==> config.mk <==
export PLATFORM = sky130hd
export DESIGN_NAME = bounded_stack_engine_unit_flat
export DESIGN_NICKNAME = d
export VERILOG_FILES = /design/src/bse_pkg.sv /design/src/bse_if.sv /design/src/bse_ram.sv /design/src/bounded_stack_engine_unit.sv /design/src/flat_wrapper.sv
export SDC_FILE = /design/constraint.sdc
export NUM_CORES = 1
export LEC_CHECK = 0
export ABC_AREA = 1
export BUFFER_PORTS_ARGS = -buffer_cell sky130_fd_sc_hd__buf_4
export CAP_MARGIN = 20
export CORE_MARGIN = 3
export CORE_UTILIZATION = 58
export CTS_BUF_LIST = sky130_fd_sc_hd__clkbuf_8
export CTS_CLUSTER_DIAMETER = 60
export DETAILED_ROUTE_END_ITERATION = 8
export PLACE_DENSITY = 0.79
export SLEW_MARGIN = 10
export SYNTH_ARGS = -nofsm -noshare
export SYNTH_HDL_FRONTEND = slang
export SYNTH_HIERARCHICAL = 1
export SYNTH_SLANG_ARGS = --single-unit
==> constraint.sdc <==
create_clock -name i_clk -period 6.4 [get_ports i_clk]
set_input_delay 1.28 -clock i_clk [delete_from_list [all_inputs] [get_ports i_clk]]
set_output_delay 1.28 -clock i_clk [all_outputs]
set_load 0.03 [all_outputs]
==> src/bse_pkg.sv <==
// Shared constants, field types and RAM request struct for the stack engine.
package bse_pkg;

    localparam int DEPTH = 8;
    localparam int AW    = (DEPTH > 1) ? $clog2(DEPTH) : 1;
    localparam int CW    = $clog2(DEPTH + 1);

    typedef logic        [2:0]    t_op;
    typedef logic signed [31:0]   t_word;
    typedef logic        [7:0]    t_count;
    typedef logic        [2:0]    t_status;
    typedef logic        [AW-1:0] t_addr;
    typedef logic        [CW-1:0] t_fill;

    localparam t_op OP_PUSH    = 3'd0;
    localparam t_op OP_POP     = 3'd1;
    localparam t_op OP_SEARCH  = 3'd2;
    localparam t_op OP_PEEK    = 3'd3;
    localparam t_op OP_REVERSE = 3'd4;

    localparam t_status ST_OK        = 3'd0;
    localparam t_status ST_FULL      = 3'd1;
    localparam t_status ST_EMPTY     = 3'd2;
    localparam t_status ST_NOT_FOUND = 3'd3;
    localparam t_status ST_BAD_POS   = 3'd4;

    typedef struct packed {
        logic  we;
        t_addr waddr;
        t_word wdata;
        t_addr raddr_a;
        t_addr raddr_b;
    } t_ram_req;

endpackage

==> src/bse_if.sv <==
// Request and response channel interfaces of the stack engine.
interface bse_req_if;
    import bse_pkg::*;

    logic   valid;
    logic   ready;
    t_op    operation;
    t_word  value;
    t_count position;

    modport source (output valid, output operation, output value, output position,
                    input ready);
    modport sink   (input valid, input operation, input value, input position,
                    output ready);
endinterface

interface bse_rsp_if;
    import bse_pkg::*;

    logic    valid;
    logic    ready;
    t_status status;
    t_word   data;
    t_count  found_position;
    t_count  count;

    modport source (output valid, output status, output data, output found_position,
                    output count, input ready);
    modport sink   (input valid, input status, input data, input found_position,
                    input count, output ready);
endinterface

==> src/bse_ram.sv <==
// Entry storage: one write port, two registered read ports.
module bse_ram (
    input  logic              i_clk,
    input  bse_pkg::t_ram_req i_req,
    output bse_pkg::t_word    o_rdata_a,
    output bse_pkg::t_word    o_rdata_b
);
    import bse_pkg::*;

    t_word r_mem [DEPTH];
    t_word r_rdata_a;
    t_word r_rdata_b;

    always_ff @(posedge i_clk) begin
        if (i_req.we) begin
            r_mem[i_req.waddr] <= i_req.wdata;
        end
        r_rdata_a <= r_mem[i_req.raddr_a];
        r_rdata_b <= r_mem[i_req.raddr_b];
    end

    assign o_rdata_a = r_rdata_a;
    assign o_rdata_b = r_rdata_b;

endmodule

==> src/bounded_stack_engine_unit.sv <==
// Bounded LIFO stack engine: sequencer around the entry RAM.
//
// Requests arrive on i_req (operation, value, position) and each one yields
// exactly one beat on o_rsp (status, data, found_position, count). One
// request is worked at a time; i_req.ready is high only while the sequencer
// is idle.
// Steps from accept to result in the output register:
//   push, unknown code, any rejected request: execute, then finish
//   pop, peek: execute with the RAM read, S_READ, then finish
//   search: one entry compared per cycle from the bottom up to a hit, then finish
//   reverse: S_REV_WA and S_REV_WB per swapped pair, two reads and two writes a pair
// The RAM has one write port, so each swap writes its two entries in turn.
// A result sits in the output register until o_rsp.ready takes it; the next
// request may be accepted and worked meanwhile, but its result waits in the
// finish state while the register is still full.
// Reset clears the fill count and the handshake state; the RAM is not
// cleared, since no entry at or above the fill count ever reaches a result.
module bounded_stack_engine_unit (
    input  logic        i_clk,
    input  logic        i_rst_n,
    bse_req_if.sink     i_req,
    bse_rsp_if.source   o_rsp
);
    import bse_pkg::*;

    typedef enum logic [2:0] {
        S_IDLE,
        S_EXEC,
        S_READ,
        S_SRCH,
        S_REV_WA,
        S_REV_WB,
        S_FIN
    } t_state;

    t_state  r_state;
    t_fill   r_cnt;
    t_op     r_op;
    t_word   r_val;
    t_count  r_pos;
    t_status r_res_status;
    t_word   r_res_data;
    t_count  r_res_found;
    t_fill   r_idx;
    logic    r_chk;
    t_fill   r_chk_idx;
    t_addr   r_lo;
    t_addr   r_hi;
    t_word   r_tmp;
    logic    r_ovalid;
    t_status r_ostatus;
    t_word   r_odata;
    t_count  r_ofound;
    t_count  r_ocount;

    t_ram_req ram_req;
    t_word    rdata_a;
    t_word    rdata_b;

    logic   is_empty;
    logic   is_full;
    t_count cnt_ext;
    t_addr  top_addr;
    t_addr  peek_addr;
    t_addr  lo_next;
    t_addr  hi_next;
    logic   srch_hit;
    logic   srch_last;
    logic   idx_in;

    assign cnt_ext   = t_count'(r_cnt);
    assign is_empty  = (r_cnt == '0);
    assign is_full   = (r_cnt == t_fill'(DEPTH));
    assign top_addr  = t_addr'(r_cnt - 1'b1);
    assign peek_addr = t_addr'(cnt_ext - r_pos);
    assign lo_next   = t_addr'(r_lo + 1'b1);
    assign hi_next   = t_addr'(r_hi - 1'b1);
    assign srch_hit  = r_chk && (rdata_a == r_val);
    assign srch_last = r_chk && (r_chk_idx == t_fill'(r_cnt - 1'b1));
    assign idx_in    = (r_idx < r_cnt);

    bse_ram u_ram (
        .i_clk     (i_clk),
        .i_req     (ram_req),
        .o_rdata_a (rdata_a),
        .o_rdata_b (rdata_b)
    );

    always_comb begin
        ram_req = '{we: 1'b0, waddr: '0, wdata: r_val, raddr_a: '0, raddr_b: '0};
        unique case (r_state)
            S_EXEC: begin
                if (r_op == OP_PUSH && !is_full) begin
                    ram_req.we    = 1'b1;
                    ram_req.waddr = t_addr'(r_cnt);
                end
                if (r_op == OP_POP) begin
                    ram_req.raddr_a = top_addr;
                end else if (r_op == OP_PEEK) begin
                    ram_req.raddr_a = peek_addr;
                end else if (r_op == OP_REVERSE) begin
                    ram_req.raddr_a = '0;
                    ram_req.raddr_b = top_addr;
                end
            end
            S_SRCH: begin
                if (idx_in) begin
                    ram_req.raddr_a = t_addr'(r_idx);
                end
            end
            S_REV_WA: begin
                ram_req.we    = 1'b1;
                ram_req.waddr = r_lo;
                ram_req.wdata = rdata_b;
            end
            S_REV_WB: begin
                ram_req.we      = 1'b1;
                ram_req.waddr   = r_hi;
                ram_req.wdata   = r_tmp;
                ram_req.raddr_a = lo_next;
                ram_req.raddr_b = hi_next;
            end
            default: begin
            end
        endcase
    end

    always_ff @(posedge i_clk) begin
        if (!i_rst_n) begin
            r_state  <= S_IDLE;
            r_cnt    <= '0;
            r_chk    <= 1'b0;
            r_ovalid <= 1'b0;
        end else begin
            // drop the output beat once taken; the finish state reloads it itself
            if (r_ovalid && o_rsp.ready && r_state != S_FIN) begin
                r_ovalid <= 1'b0;
            end
            unique case (r_state)
                S_IDLE: begin
                    if (i_req.valid) begin
                        r_op         <= i_req.operation;
                        r_val        <= i_req.value;
                        r_pos        <= i_req.position;
                        r_res_status <= ST_OK;
                        r_res_data   <= '0;
                        r_res_found  <= '0;
                        r_state      <= S_EXEC;
                    end
                end
                S_EXEC: begin
                    if (r_op == OP_PUSH) begin
                        r_state <= S_FIN;
                        if (is_full) begin
                            r_res_status <= ST_FULL;
                        end else begin
                            r_cnt <= t_fill'(r_cnt + 1'b1);
                        end
                    end else if (r_op == OP_POP || r_op == OP_SEARCH
                                 || r_op == OP_PEEK || r_op == OP_REVERSE) begin
                        if (is_empty) begin
                            r_res_status <= ST_EMPTY;
                            r_state      <= S_FIN;
                        end else if (r_op == OP_POP) begin
                            r_cnt   <= t_fill'(r_cnt - 1'b1);
                            r_state <= S_READ;
                        end else if (r_op == OP_PEEK) begin
                            if (r_pos == '0 || r_pos > cnt_ext) begin
                                r_res_status <= ST_BAD_POS;
                                r_state      <= S_FIN;
                            end else begin
                                r_state <= S_READ;
                            end
                        end else if (r_op == OP_SEARCH) begin
                            r_res_status <= ST_NOT_FOUND;
                            r_idx        <= '0;
                            r_chk        <= 1'b0;
                            r_state      <= S_SRCH;
                        end else if (r_cnt != t_fill'(1)) begin
                            r_lo    <= '0;
                            r_hi    <= top_addr;
                            r_state <= S_REV_WA;
                        end else begin
                            r_state <= S_FIN;
                        end
                    end else begin
                        r_state <= S_FIN;
                    end
                end
                S_READ: begin
                    r_res_data <= rdata_a;
                    r_state    <= S_FIN;
                end
                S_SRCH: begin
                    if (srch_hit) begin
                        r_res_status <= ST_OK;
                        r_res_found  <= t_count'(cnt_ext - t_count'(r_chk_idx));
                        r_chk        <= 1'b0;
                        r_state      <= S_FIN;
                    end else if (srch_last) begin
                        r_chk   <= 1'b0;
                        r_state <= S_FIN;
                    end else begin
                        // compare next cycle what is read now
                        r_chk     <= idx_in;
                        r_chk_idx <= r_idx;
                        if (idx_in) begin
                            r_idx <= t_fill'(r_idx + 1'b1);
                        end
                    end
                end
                S_REV_WA: begin
                    r_tmp   <= rdata_a;
                    r_state <= S_REV_WB;
                end
                S_REV_WB: begin
                    if (lo_next < hi_next) begin
                        r_lo    <= lo_next;
                        r_hi    <= hi_next;
                        r_state <= S_REV_WA;
                    end else begin
                        r_state <= S_FIN;
                    end
                end
                S_FIN: begin
                    // hold the result while the output register is still full
                    if (!r_ovalid || o_rsp.ready) begin
                        r_ovalid  <= 1'b1;
                        r_ostatus <= r_res_status;
                        r_odata   <= r_res_data;
                        r_ofound  <= r_res_found;
                        r_ocount  <= cnt_ext;
                        r_state   <= S_IDLE;
                    end
                end
                default: begin
                    r_state <= S_IDLE;
                end
            endcase
        end
    end

    assign i_req.ready          = (r_state == S_IDLE);
    assign o_rsp.valid          = r_ovalid;
    assign o_rsp.status         = r_ostatus;
    assign o_rsp.data           = r_odata;
    assign o_rsp.found_position = r_ofound;
    assign o_rsp.count          = r_ocount;

endmodule

==> src/flat_wrapper.sv <==
// flat-port wrapper written by rule: the top's interface ports become plain ports
module bounded_stack_engine_unit_flat import bse_pkg::*;
  (i_clk, i_rst_n, i_req_valid, i_req_operation, i_req_value, i_req_position, i_req_ready, o_rsp_valid, o_rsp_status, o_rsp_data, o_rsp_found_position, o_rsp_count, o_rsp_ready);
  bse_req_if i_req_i ();
  bse_rsp_if o_rsp_i ();
  input  logic i_clk;
  input  logic i_rst_n;
  input wire logic [$bits(i_req_i.valid)-1:0] i_req_valid;
  input wire logic [$bits(i_req_i.operation)-1:0] i_req_operation;
  input wire logic [$bits(i_req_i.value)-1:0] i_req_value;
  input wire logic [$bits(i_req_i.position)-1:0] i_req_position;
  output wire logic [$bits(i_req_i.ready)-1:0] i_req_ready;
  output wire logic [$bits(o_rsp_i.valid)-1:0] o_rsp_valid;
  output wire logic [$bits(o_rsp_i.status)-1:0] o_rsp_status;
  output wire logic [$bits(o_rsp_i.data)-1:0] o_rsp_data;
  output wire logic [$bits(o_rsp_i.found_position)-1:0] o_rsp_found_position;
  output wire logic [$bits(o_rsp_i.count)-1:0] o_rsp_count;
  input wire logic [$bits(o_rsp_i.ready)-1:0] o_rsp_ready;
  assign i_req_i.valid = i_req_valid;
  assign i_req_i.operation = i_req_operation;
  assign i_req_i.value = i_req_value;
  assign i_req_i.position = i_req_position;
  assign i_req_ready = i_req_i.ready;
  assign o_rsp_valid = o_rsp_i.valid;
  assign o_rsp_status = o_rsp_i.status;
  assign o_rsp_data = o_rsp_i.data;
  assign o_rsp_found_position = o_rsp_i.found_position;
  assign o_rsp_count = o_rsp_i.count;
  assign o_rsp_i.ready = o_rsp_ready;
  bounded_stack_engine_unit u_core (.i_clk(i_clk), .i_rst_n(i_rst_n), .i_req(i_req_i), .o_rsp(o_rsp_i));
endmodule
==> flow_results.xml, run 1 <==
<?xml version="1.0" encoding="UTF-8"?>
<metrics>
  <group name="synth">
    <metric name="synthDominantAreaCellType" unit="">edfxtp_1</metric>
    <metric name="ys_types" unit="">47</metric>
    <metric name="synthArstFlopShare" unit="">0</metric>
    <metric name="synthesis.area_per_instance" unit="µm²">9.19</metric>
    <metric name="yosys-top-cells-count" unit="">nand2_1 (1005), edfxtp_1 (429), inv_1 (351)</metric>
    <metric name="post_synth_instance_area" unit="µm²">23300</metric>
    <metric name="synthTopCellsByArea" unit="">edfxtp_1 (55%), nand2_1 (16%), nand3_1 (6.3%)</metric>
    <metric name="synth_top_area_share" unit="">0.552</metric>
    <metric name="yosys_warnings" unit="">6</metric>
    <metric name="synth_top_flop_cell" unit="">edfxtp_1</metric>
    <metric name="synth-seq-cells" unit="">502</metric>
    <metric name="post_synth_edffs" unit="">429</metric>
    <metric name="syn_inst" unit="">2537</metric>
    <metric name="seq_area_frac_synth" unit="">0.615</metric>
    <metric name="cell_with_the_most_instances_after_synthesis" unit="">nand2_1</metric>
  </group>
  <group name="cts">
    <metric name="cts-root-buf" unit="">clkbuf_8</metric>
    <metric name="cts_setup_buffers" unit="">0</metric>
    <metric name="tritoncts_clock_tree" unit="">yes</metric>
    <metric name="clk-insertion-delay-late" unit="ns">0.64</metric>
    <metric name="cts_hold_buffers" unit="">0</metric>
    <metric name="clockBufferDepth" unit="">3</metric>
    <metric name="cts_max_level" unit="">3</metric>
    <metric name="cts_buffers" unit="">82</metric>
    <metric name="cts_num_sinks" unit="">502</metric>
    <metric name="cts.clk_slew.worst_paths" unit="ns">0.07</metric>
    <metric name="cts.repair.resized" unit="">0</metric>
  </group>
  <group name="cells_and_area">
    <metric name="syn_to_final_growth" unit="%">11.0</metric>
    <metric name="layout_cell_share_with_drive_strength_beyond_1" unit="">0.110</metric>
    <metric name="fillCellCount" unit="">2956</metric>
    <metric name="layout.nets" unit="">2700</metric>
    <metric name="finish.instance_area" unit="µm²">25900</metric>
  </group>
  <group name="sta">
    <metric name="total_of_endpoints_with_negative_setup_slack_in_the_final_report" unit="">0</metric>
    <metric name="max_freq" unit="MHz">243</metric>
    <metric name="final-hold-violation-count" unit="">0</metric>
    <metric name="setup-tns-final" unit="ns">0</metric>
    <metric name="worst_clock_skew" unit="ns">0.0232</metric>
    <metric name="timing_worst_slew_pin_value" unit="ns">1.05</metric>
    <metric name="setup_repair_after_global_routing_missed_its_margin" unit="">false</metric>
    <metric name="min_period_over_period" unit="">0.643</metric>
    <metric name="timing.max_slew.rel_slack" unit="">0.301</metric>
    <metric name="worst_hold_slack" unit="ns">0.417</metric>
    <metric name="maxSlewViolCount" unit="">0</metric>
    <metric name="finalWorstPathRequiredPeriod" unit="ns">4.12</metric>
  </group>
  <group name="worst_setup_path">
    <metric name="worst_path_slowest_cell" unit="">buf_4</metric>
    <metric name="startpoint_type" unit="">register</metric>
    <metric name="critical_path.endpoint_type" unit="">register</metric>
    <metric name="crit_required" unit="ns">6.93</metric>
    <metric name="cells_traversed_along_the_worst_timing_path" unit="">inv_2 -&gt; nor2_8 -&gt; inv_4 -&gt; nor2_4 -&gt; inv_2 -&gt; nor2_1 -&gt; a31oi_1 -&gt; o311ai_4 -&gt; buf_4 -&gt; buf_4 -&gt; nand2_1 -&gt; nand3_1 -&gt; nand2_1 -&gt; nand2_1 -&gt; nand2_1</metric>
    <metric name="slowest_stage_delay_on_critical_path" unit="ns">0.84</metric>
    <metric name="worstPathMaxFanout" unit="">78</metric>
    <metric name="worst-setup-path-type" unit="">reg -&gt; reg</metric>
    <metric name="worst-endpoint-arrival" unit="ns">4.65</metric>
    <metric name="worst_path_most_repeated_cell" unit="">nand2_1</metric>
  </group>
  <group name="floorplanning">
    <metric name="fp.dieArea" unit="µm²">42700</metric>
    <metric name="start_util" unit="">0.595</metric>
    <metric name="core_rows" unit="">72</metric>
    <metric name="pin_count" unit="">100</metric>
    <metric name="area_of_the_core" unit="µm²">39200</metric>
    <metric name="fp.dieW" unit="µm">207</metric>
    <metric name="die_h" unit="µm">207</metric>
  </group>
  <group name="route">
    <metric name="detailedRoute.firstPassIterationCount" unit="">6</metric>
    <metric name="drc_errors" unit="">0</metric>
    <metric name="drt-wirelength-per-cell" unit="µm">19.1</metric>
    <metric name="postRouteAntennaNets" unit="">0</metric>
    <metric name="vias_per_cell" unit="">5.67</metric>
    <metric name="total_number_of_vias" unit="">18259</metric>
    <metric name="wirelength" unit="mm">61.4</metric>
    <metric name="drt-initial-drc-count" unit="">2311</metric>
  </group>
  <group name="run">
    <metric name="drv_cap" unit="">0</metric>
  </group>
  <group name="status">
    <metric name="run_status" unit="">finished, final reports clean</metric>
  </group>
  <group name="global_route">
    <metric name="grt_antenna_before_repair" unit="">0</metric>
    <metric name="grt_start_max_net_pins" unit="">79</metric>
    <metric name="grt.total_usage" unit="">0.287</metric>
    <metric name="grt_pass1_vias" unit="">18307</metric>
    <metric name="grt_overflow" unit="">0</metric>
    <metric name="grt_first_pass_wirelength" unit="mm">94.0</metric>
  </group>
  <group name="pwr">
    <metric name="static-leakage-power" unit="nW">11.6</metric>
    <metric name="ir_drop" unit="mV">0.211</metric>
    <metric name="power.density" unit="nW/µm²">378</metric>
    <metric name="report.power.total" unit="mW">9.80</metric>
  </group>
  <group name="placed_design">
    <metric name="place.port_buffers" unit="">95</metric>
    <metric name="placement.cell_area" unit="µm²">24300</metric>
    <metric name="dpl.hpwl" unit="mm">35.8</metric>
    <metric name="gp_congestion" unit="">0.906</metric>
  </group>
  <group name="worst_hold_path">
    <metric name="holdCritPathClass" unit="">reg -&gt; reg</metric>
  </group>
</metrics>
[per-layer routing]
layer  routed length [µm]  up-vias  track usage
met5                    0        -      0.00691
met1                22300     8405        0.361
li1                     -     8299            -
met3                 7020      278       0.0463
met2                28700     1277        0.468
met4                 3370        0        0.176
[metrics by stage]
| step | instances | util | setup WS, ns |
|---|---|---|---|
| after global placement | 3065 | 0.621 | 2.72 |
| after CTS | 3219 | 0.661 | 2.49 |
| after detailed placement | 3065 | 0.621 | 2.55 |
| final | 3220 | 0.661 | 2.28 |
| after floorplan | 2540 | - | 0.229 |
| after global routing | 3219 | 0.661 | 2.21 |
[cell type report]
type                            instances  area, µm²  share of cell area
Multi-Input combinational cell       1551       7020               0.271
Sequential cell                       502      14300               0.554
Inverter                              370       1390              0.0538
Timing Repair Buffer                  124        931              0.0359
Clock buffer                           90       1240              0.0478
Clock inverter                         64        315              0.0122
Antenna cell                            1       2.50           0.0000966
Tap cell                              518        648              0.0250
[final timing paths]
path	start	to	slack (ns)	cells past startpoint
hold reg to reg	u_core/r_res_data[22]$_SDFFCE_PP0P_	u_core/o_rsp.data[22]$_DFFE_PP_	0.42	0
setup / recovery	u_core/r_state[2]$_SDFFE_PN0P_	u_core/u_ram/o_rdata_a[20]$_DFF_P_	2.28	15
hold / removal	u_core/r_res_data[22]$_SDFFCE_PP0P_	u_core/o_rsp.data[22]$_DFFE_PP_	0.42	0
setup reg to reg	u_core/r_state[2]$_SDFFE_PN0P_	u_core/u_ram/o_rdata_a[20]$_DFF_P_	2.28	15
[report_power, final]
| group | switching (mW) | internal, mW |
|---|---|---|
| registers | 0.277 | 4.38 |
| clock network | 1.26 | 1.34 |
| logic | 1.84 | 0.685 |
[cell families (layout without fill, tap and decap cells)]
group / after synthesis / count (layout) / synth area share
other: 1 / 5 / 0.000161
XOR/XNOR: 21 / 21 / 0.00789
AND/OR/NAND/NOR: 1423 / 1423 / 0.250
buffers and inverters: 487 / 648 / 0.0915
flip-flops: 502 / 502 / 0.615
adder cells (fa/ha/maj): 22 / 22 / 0.0124
AO/OA/AOI/OAI: 81 / 81 / 0.0228
[layout by cell type, fill, tap and decap left out, types with 2 or more instances in the layout]
cell	instances
edfxtp_1	429
buf_4	124
o311ai_4	2
nand3_1	293
a21o_1	2
nor2_4	13
o21ai_1	2
xnor2_1	14
xor2_1	7
o21ai_0	21
nand2_2	3
inv_2	18
conb_1	4
a211oi_1	3
inv_6	2
ha_1	20
inv_1	384
dfxtp_1	73
nand4_1	2
or2_2	4
a21oi_2	4
a31oi_1	5
a21oi_1	14
o211ai_1	18
clkinvlp_4	7
clkbuf_8	90
clkinv_2	12
nand3_2	5
o31ai_4	2
nor2_2	4
nand2_1	1005
nor3_1	5
nor2_1	83
fa_1	2
clkinv_1	9
o22ai_1	2
[sequential cells by signal (all words and copies together) (netlist names)]
| register | cells |
|---|---|
| u_core/u_ram/r_mem | 256 |
| u_core/o_rsp.data | 32 |
| u_core/r_res_data | 32 |
| u_core/r_tmp | 32 |
| u_core/r_val | 32 |
| u_core/u_ram/o_rdata_a | 32 |
| u_core/u_ram/o_rdata_b | 32 |
| u_core/r_pos | 8 |
| u_core/o_rsp.found_position | 5 |
| u_core/r_res_found | 5 |
| u_core/o_rsp.count | 4 |
| u_core/r_chk_idx | 4 |
| u_core/r_cnt | 4 |
| u_core/r_idx | 4 |
| u_core/o_rsp.status | 3 |
| u_core/r_hi | 3 |
| u_core/r_lo | 3 |
| u_core/r_op | 3 |
| u_core/r_res_status | 3 |
| u_core/r_state | 3 |
| u_core/o_rsp.valid | 1 |
| u_core/r_chk | 1 |
[worst max-delay path: cells and delay by family, from the launching register on]
kind / cells / cell delay, ns
AO/OA/AOI/OAI: 2 / 0.26
buffers and inverters: 5 / 1.89
flip-flops: 1 / 0.49
AND/OR/NAND/NOR: 8 / 1.27
Power figures use the tool's default switching activity.
==> run 2, diff against run 1 <==
Settings changed: ABC_AREA 1 to 0, CORE_UTILIZATION 58 to 64, PLACE_DENSITY 0.79 to 0.83.
Clock period 6.4 ns to 3.9 ns, I/O delays scaled along.
==> flow_results.xml, run 2 <==
<?xml version="1.0" encoding="UTF-8"?>
<metrics>
  <group name="cells_and_area">
    <metric name="final_core_util" unit="">0.745</metric>
    <metric name="fillCellCount" unit="">1868</metric>
    <metric name="max_flop_register" unit="">u_core/u_ram/r_mem</metric>
    <metric name="layout_cell_share_with_drive_strength_beyond_1" unit="">0.278</metric>
    <metric name="syn_to_final_growth" unit="%">14.0</metric>
    <metric name="mostFrequentLayoutCells" unit="">edfxtp_1 (429), buf_4 (129), clkbuf_8 (85)</metric>
    <metric name="mostFrequentLayoutCell" unit="">edfxtp_1</metric>
    <metric name="multi_input_comb_area" unit="µm²">6740</metric>
    <metric name="number_of_flip_flops_in_the_largest_register" unit="">256</metric>
    <metric name="num_antenna_cells" unit="">0</metric>
    <metric name="seqCellArea" unit="µm²">14300</metric>
    <metric name="finish.instance_area" unit="µm²">24400</metric>
    <metric name="layout.nets" unit="">1394</metric>
  </group>
  <group name="placed_design">
    <metric name="dpl.hpwl" unit="mm">28.5</metric>
    <metric name="place.port_buffers" unit="">95</metric>
    <metric name="placement.cell_area" unit="µm²">22900</metric>
    <metric name="placement.setup.worst_slack" unit="ns">0.358</metric>
    <metric name="gp_congestion" unit="">0.866</metric>
  </group>
  <group name="worst_hold_path">
    <metric name="holdCritPathClass" unit="">in -&gt; reg</metric>
    <metric name="min_from" unit="">i_req_value[10]</metric>
    <metric name="hold_path_depth" unit="">1</metric>
    <metric name="hold_end" unit="">u_core/r_val[10]$_DFFE_PP_</metric>
  </group>
  <group name="synth">
    <metric name="synthTopCellsByArea" unit="">edfxtp_1 (60%), mux4_1 (9.8%), dfxtp_1 (6.8%)</metric>
    <metric name="synthesis.area_per_instance" unit="µm²">18.3</metric>
    <metric name="post_synth_edffs" unit="">429</metric>
    <metric name="syn_inst" unit="">1168</metric>
    <metric name="seq_area_frac_synth" unit="">0.671</metric>
    <metric name="post_synth_instance_area" unit="µm²">21400</metric>
    <metric name="synthDominantAreaCellType" unit="">edfxtp_1</metric>
    <metric name="yosys-top-cells-count" unit="">edfxtp_1 (429), mux4_1 (80), dfxtp_1 (73)</metric>
    <metric name="synthArstFlopShare" unit="">0</metric>
    <metric name="yosys_warnings" unit="">6</metric>
    <metric name="synth-seq-cells" unit="">502</metric>
    <metric name="synth_top_area_share" unit="">0.603</metric>
    <metric name="synth_top_flop_cell" unit="">edfxtp_1</metric>
    <metric name="ys_types" unit="">57</metric>
    <metric name="cell_with_the_most_instances_after_synthesis" unit="">edfxtp_1</metric>
  </group>
  <group name="cts">
    <metric name="cts.repair.resized" unit="">0</metric>
    <metric name="cts_buffers" unit="">80</metric>
    <metric name="cts.clk_slew.worst_paths" unit="ns">0.06</metric>
    <metric name="clk-insertion-delay-late" unit="ns">0.61</metric>
    <metric name="clockBufferDepth" unit="">3</metric>
    <metric name="cts_setup_buffers" unit="">0</metric>
    <metric name="cts-root-buf" unit="">clkbuf_8</metric>
    <metric name="cts_hold_buffers" unit="">0</metric>
    <metric name="tritoncts_clock_tree" unit="">yes</metric>
    <metric name="cts_num_sinks" unit="">502</metric>
    <metric name="cts_max_level" unit="">3</metric>
  </group>
  <group name="worst_setup_path">
    <metric name="first_element_of_the_critical_path" unit="">u_core/r_cnt[1]$_SDFFE_PN0P_</metric>
    <metric name="critical_path.endpoint_type" unit="">register</metric>
    <metric name="startpoint_type" unit="">register</metric>
    <metric name="worstPathMaxFanout" unit="">26</metric>
    <metric name="timing.reg2reg.setup_slack" unit="ns">0.34</metric>
    <metric name="cells_traversed_along_the_worst_timing_path" unit="">inv_1 -&gt; ha_1 -&gt; a21oi_1 -&gt; o211ai_1 -&gt; o221ai_4 -&gt; buf_4 -&gt; mux4_1 -&gt; mux2_2</metric>
    <metric name="slowest_stage_delay_on_critical_path" unit="ns">0.64</metric>
    <metric name="r2r.worst_path.cells" unit="">8</metric>
    <metric name="r2r-start" unit="">u_core/r_cnt[1]$_SDFFE_PN0P_</metric>
    <metric name="worst_path_slowest_cell" unit="">mux4_1</metric>
    <metric name="regToRegEndpoint" unit="">u_core/u_ram/o_rdata_a[25]$_DFF_P_</metric>
    <metric name="worst-endpoint-arrival" unit="ns">4.03</metric>
    <metric name="crit_required" unit="ns">4.37</metric>
    <metric name="worst-setup-path-type" unit="">reg -&gt; reg</metric>
  </group>
  <group name="sta">
    <metric name="setup-tns-final" unit="ns">0</metric>
    <metric name="timing.max_slew.rel_slack" unit="">0.365</metric>
    <metric name="finalWorstPathRequiredPeriod" unit="ns">3.56</metric>
    <metric name="final-hold-violation-count" unit="">0</metric>
    <metric name="fin_ws" unit="ns">0.336</metric>
    <metric name="worst_clock_skew" unit="ns">0.0208</metric>
    <metric name="maxSlewViolCount" unit="">0</metric>
    <metric name="min_period_over_period" unit="">0.914</metric>
    <metric name="max_freq" unit="MHz">281</metric>
    <metric name="timing_worst_slew_pin_value" unit="ns">0.942</metric>
    <metric name="setup_repair_after_global_routing_missed_its_margin" unit="">false</metric>
    <metric name="total_of_endpoints_with_negative_setup_slack_in_the_final_report" unit="">0</metric>
  </group>
  <group name="route">
    <metric name="detailedRoute.firstPassIterationCount" unit="">6</metric>
    <metric name="postRouteAntennaNets" unit="">0</metric>
    <metric name="drt-initial-drc-count" unit="">1201</metric>
    <metric name="met3_wirelength" unit="mm">4.01</metric>
    <metric name="drt-wirelength-per-cell" unit="µm">25.6</metric>
    <metric name="wl_met1" unit="mm">18.2</metric>
    <metric name="vias_per_cell" unit="">6.41</metric>
    <metric name="route.met2.wl" unit="mm">23.5</metric>
    <metric name="drc_errors" unit="">0</metric>
    <metric name="wirelength" unit="mm">46.7</metric>
    <metric name="total_number_of_vias" unit="">11732</metric>
    <metric name="dr.max_layer_used" unit="">met4</metric>
  </group>
  <group name="global_route">
    <metric name="grt_overflow" unit="">0</metric>
    <metric name="grt_first_pass_wirelength" unit="mm">70.1</metric>
    <metric name="grt_start_max_net_pins" unit="">52</metric>
    <metric name="grt.total_usage" unit="">0.265</metric>
    <metric name="grt_antenna_before_repair" unit="">0</metric>
    <metric name="grt_pass1_vias" unit="">11924</metric>
  </group>
  <group name="floorplanning">
    <metric name="core_rows" unit="">66</metric>
    <metric name="fp.dieArea" unit="µm²">35600</metric>
    <metric name="die_h" unit="µm">189</metric>
    <metric name="start_util" unit="">0.654</metric>
    <metric name="pin_count" unit="">100</metric>
    <metric name="area_of_the_core" unit="µm²">32700</metric>
    <metric name="fp.dieW" unit="µm">189</metric>
  </group>
  <group name="pwr">
    <metric name="report.power.total" unit="mW">16.5</metric>
    <metric name="power_switching_share" unit="">0.305</metric>
    <metric name="power.density" unit="nW/µm²">679</metric>
    <metric name="static-leakage-power" unit="nW">8.39</metric>
    <metric name="seq_power_share" unit="">0.477</metric>
    <metric name="combPwrFrac" unit="">0.269</metric>
    <metric name="intPower" unit="mW">11.5</metric>
    <metric name="power.net_switching" unit="mW">5.04</metric>
    <metric name="ir_drop" unit="mV">0.448</metric>
    <metric name="clock_group_share_of_total_power" unit="">0.253</metric>
  </group>
  <group name="run">
    <metric name="drv_cap" unit="">0</metric>
  </group>
  <group name="status">
    <metric name="run_status" unit="">finished, final reports clean</metric>
  </group>
</metrics>
-- run 2: cell count changes in the layout (fill, tap and decap cells not counted), moves of 26 or more --
cell and delta:
nand2_1 -950, inv_1 -337, nand3_1 -285, mux4_1 +80
mux2_2 +65, nor2_1 -57, mux4_2 +48, mux2i_1 +38
and2_1 +34, xnor2_1 +26
-- run 2: kinds of logic after synthesis --
kind of cell	synth area share
AOI/OAI and AO/OA	0.0255
and+or+nand+nor	0.0457
buffers and inverters	0.0234
other	0.000175
adders and majority gates	0.0136
xor gates and xnor gates	0.0197
DFF	0.671
muxes	0.201
-- run 2: critical path, delay by kind of cell, from the launching register on --
| family | cells | cell delay [ns] |
|---|---|---|
| buffers and inverters | 2 | 0.74 |
| multiplexers | 2 | 0.92 |
| flip-flops | 1 | 0.52 |
| adder cells (fa/ha/maj) | 1 | 0.35 |
| AO/OA/AOI/OAI | 3 | 0.90 |
-- run 2: final cells by class --
type / count / share of cell area
clock inverters: 59 / 0.0136
multi-input cells: 580 / 0.276
clock buffers: 85 / 0.0480
inverters: 23 / 0.00354
flip-flops and latches: 502 / 0.588
well taps: 442 / 0.0227
repair buffers: 138 / 0.0474
-- run 2: worst max path at each step --
stage,to,slack (ns),cells past startpoint
2_1_floorplan,u_core/r_res_data[0]$_SDFFCE_PP0P_,0.08,3
3_3_place_gp,u_core/u_ram/o_rdata_a[18]$_DFF_P_,0.52,8
3_5_place_dp,u_core/u_ram/o_rdata_a[25]$_DFF_P_,0.36,8
4_1_cts,u_core/u_ram/o_rdata_a[25]$_DFF_P_,0.32,8
5_1_grt,u_core/u_ram/o_rdata_a[21]$_DFF_P_,0.18,8
6_report,u_core/u_ram/o_rdata_a[25]$_DFF_P_,0.34,8
-- run 2: metal layers --
| metal | vias up | track usage |
|---|---|---|
| li1 | 5024 | - |
| met1 | 5953 | 0.359 |
| met2 | 660 | 0.444 |
| met3 | 95 | 0.0527 |
| met4 | 0 | 0.0814 |
| met5 | - | 0 |
-- run 2: power by group through the flow --
stage	clock network [mW]	registers [mW]	logic, mW
after floorplan	0	7.82	3.01
after global placement	0	7.93	4.19
after detailed placement	0	7.99	4.39
after CTS	4.26	7.89	4.43
after global routing	4.50	7.97	4.75
final	4.19	7.90	4.45
-- run 2: per-stage QoR --
step                instances  hold slack [ns]
floorplan                1171            0.400
global placement         1684            0.402
detailed placement       1685            0.405
CTS                      1829            0.318
global route             1829            0.316
finish                   1829            0.352
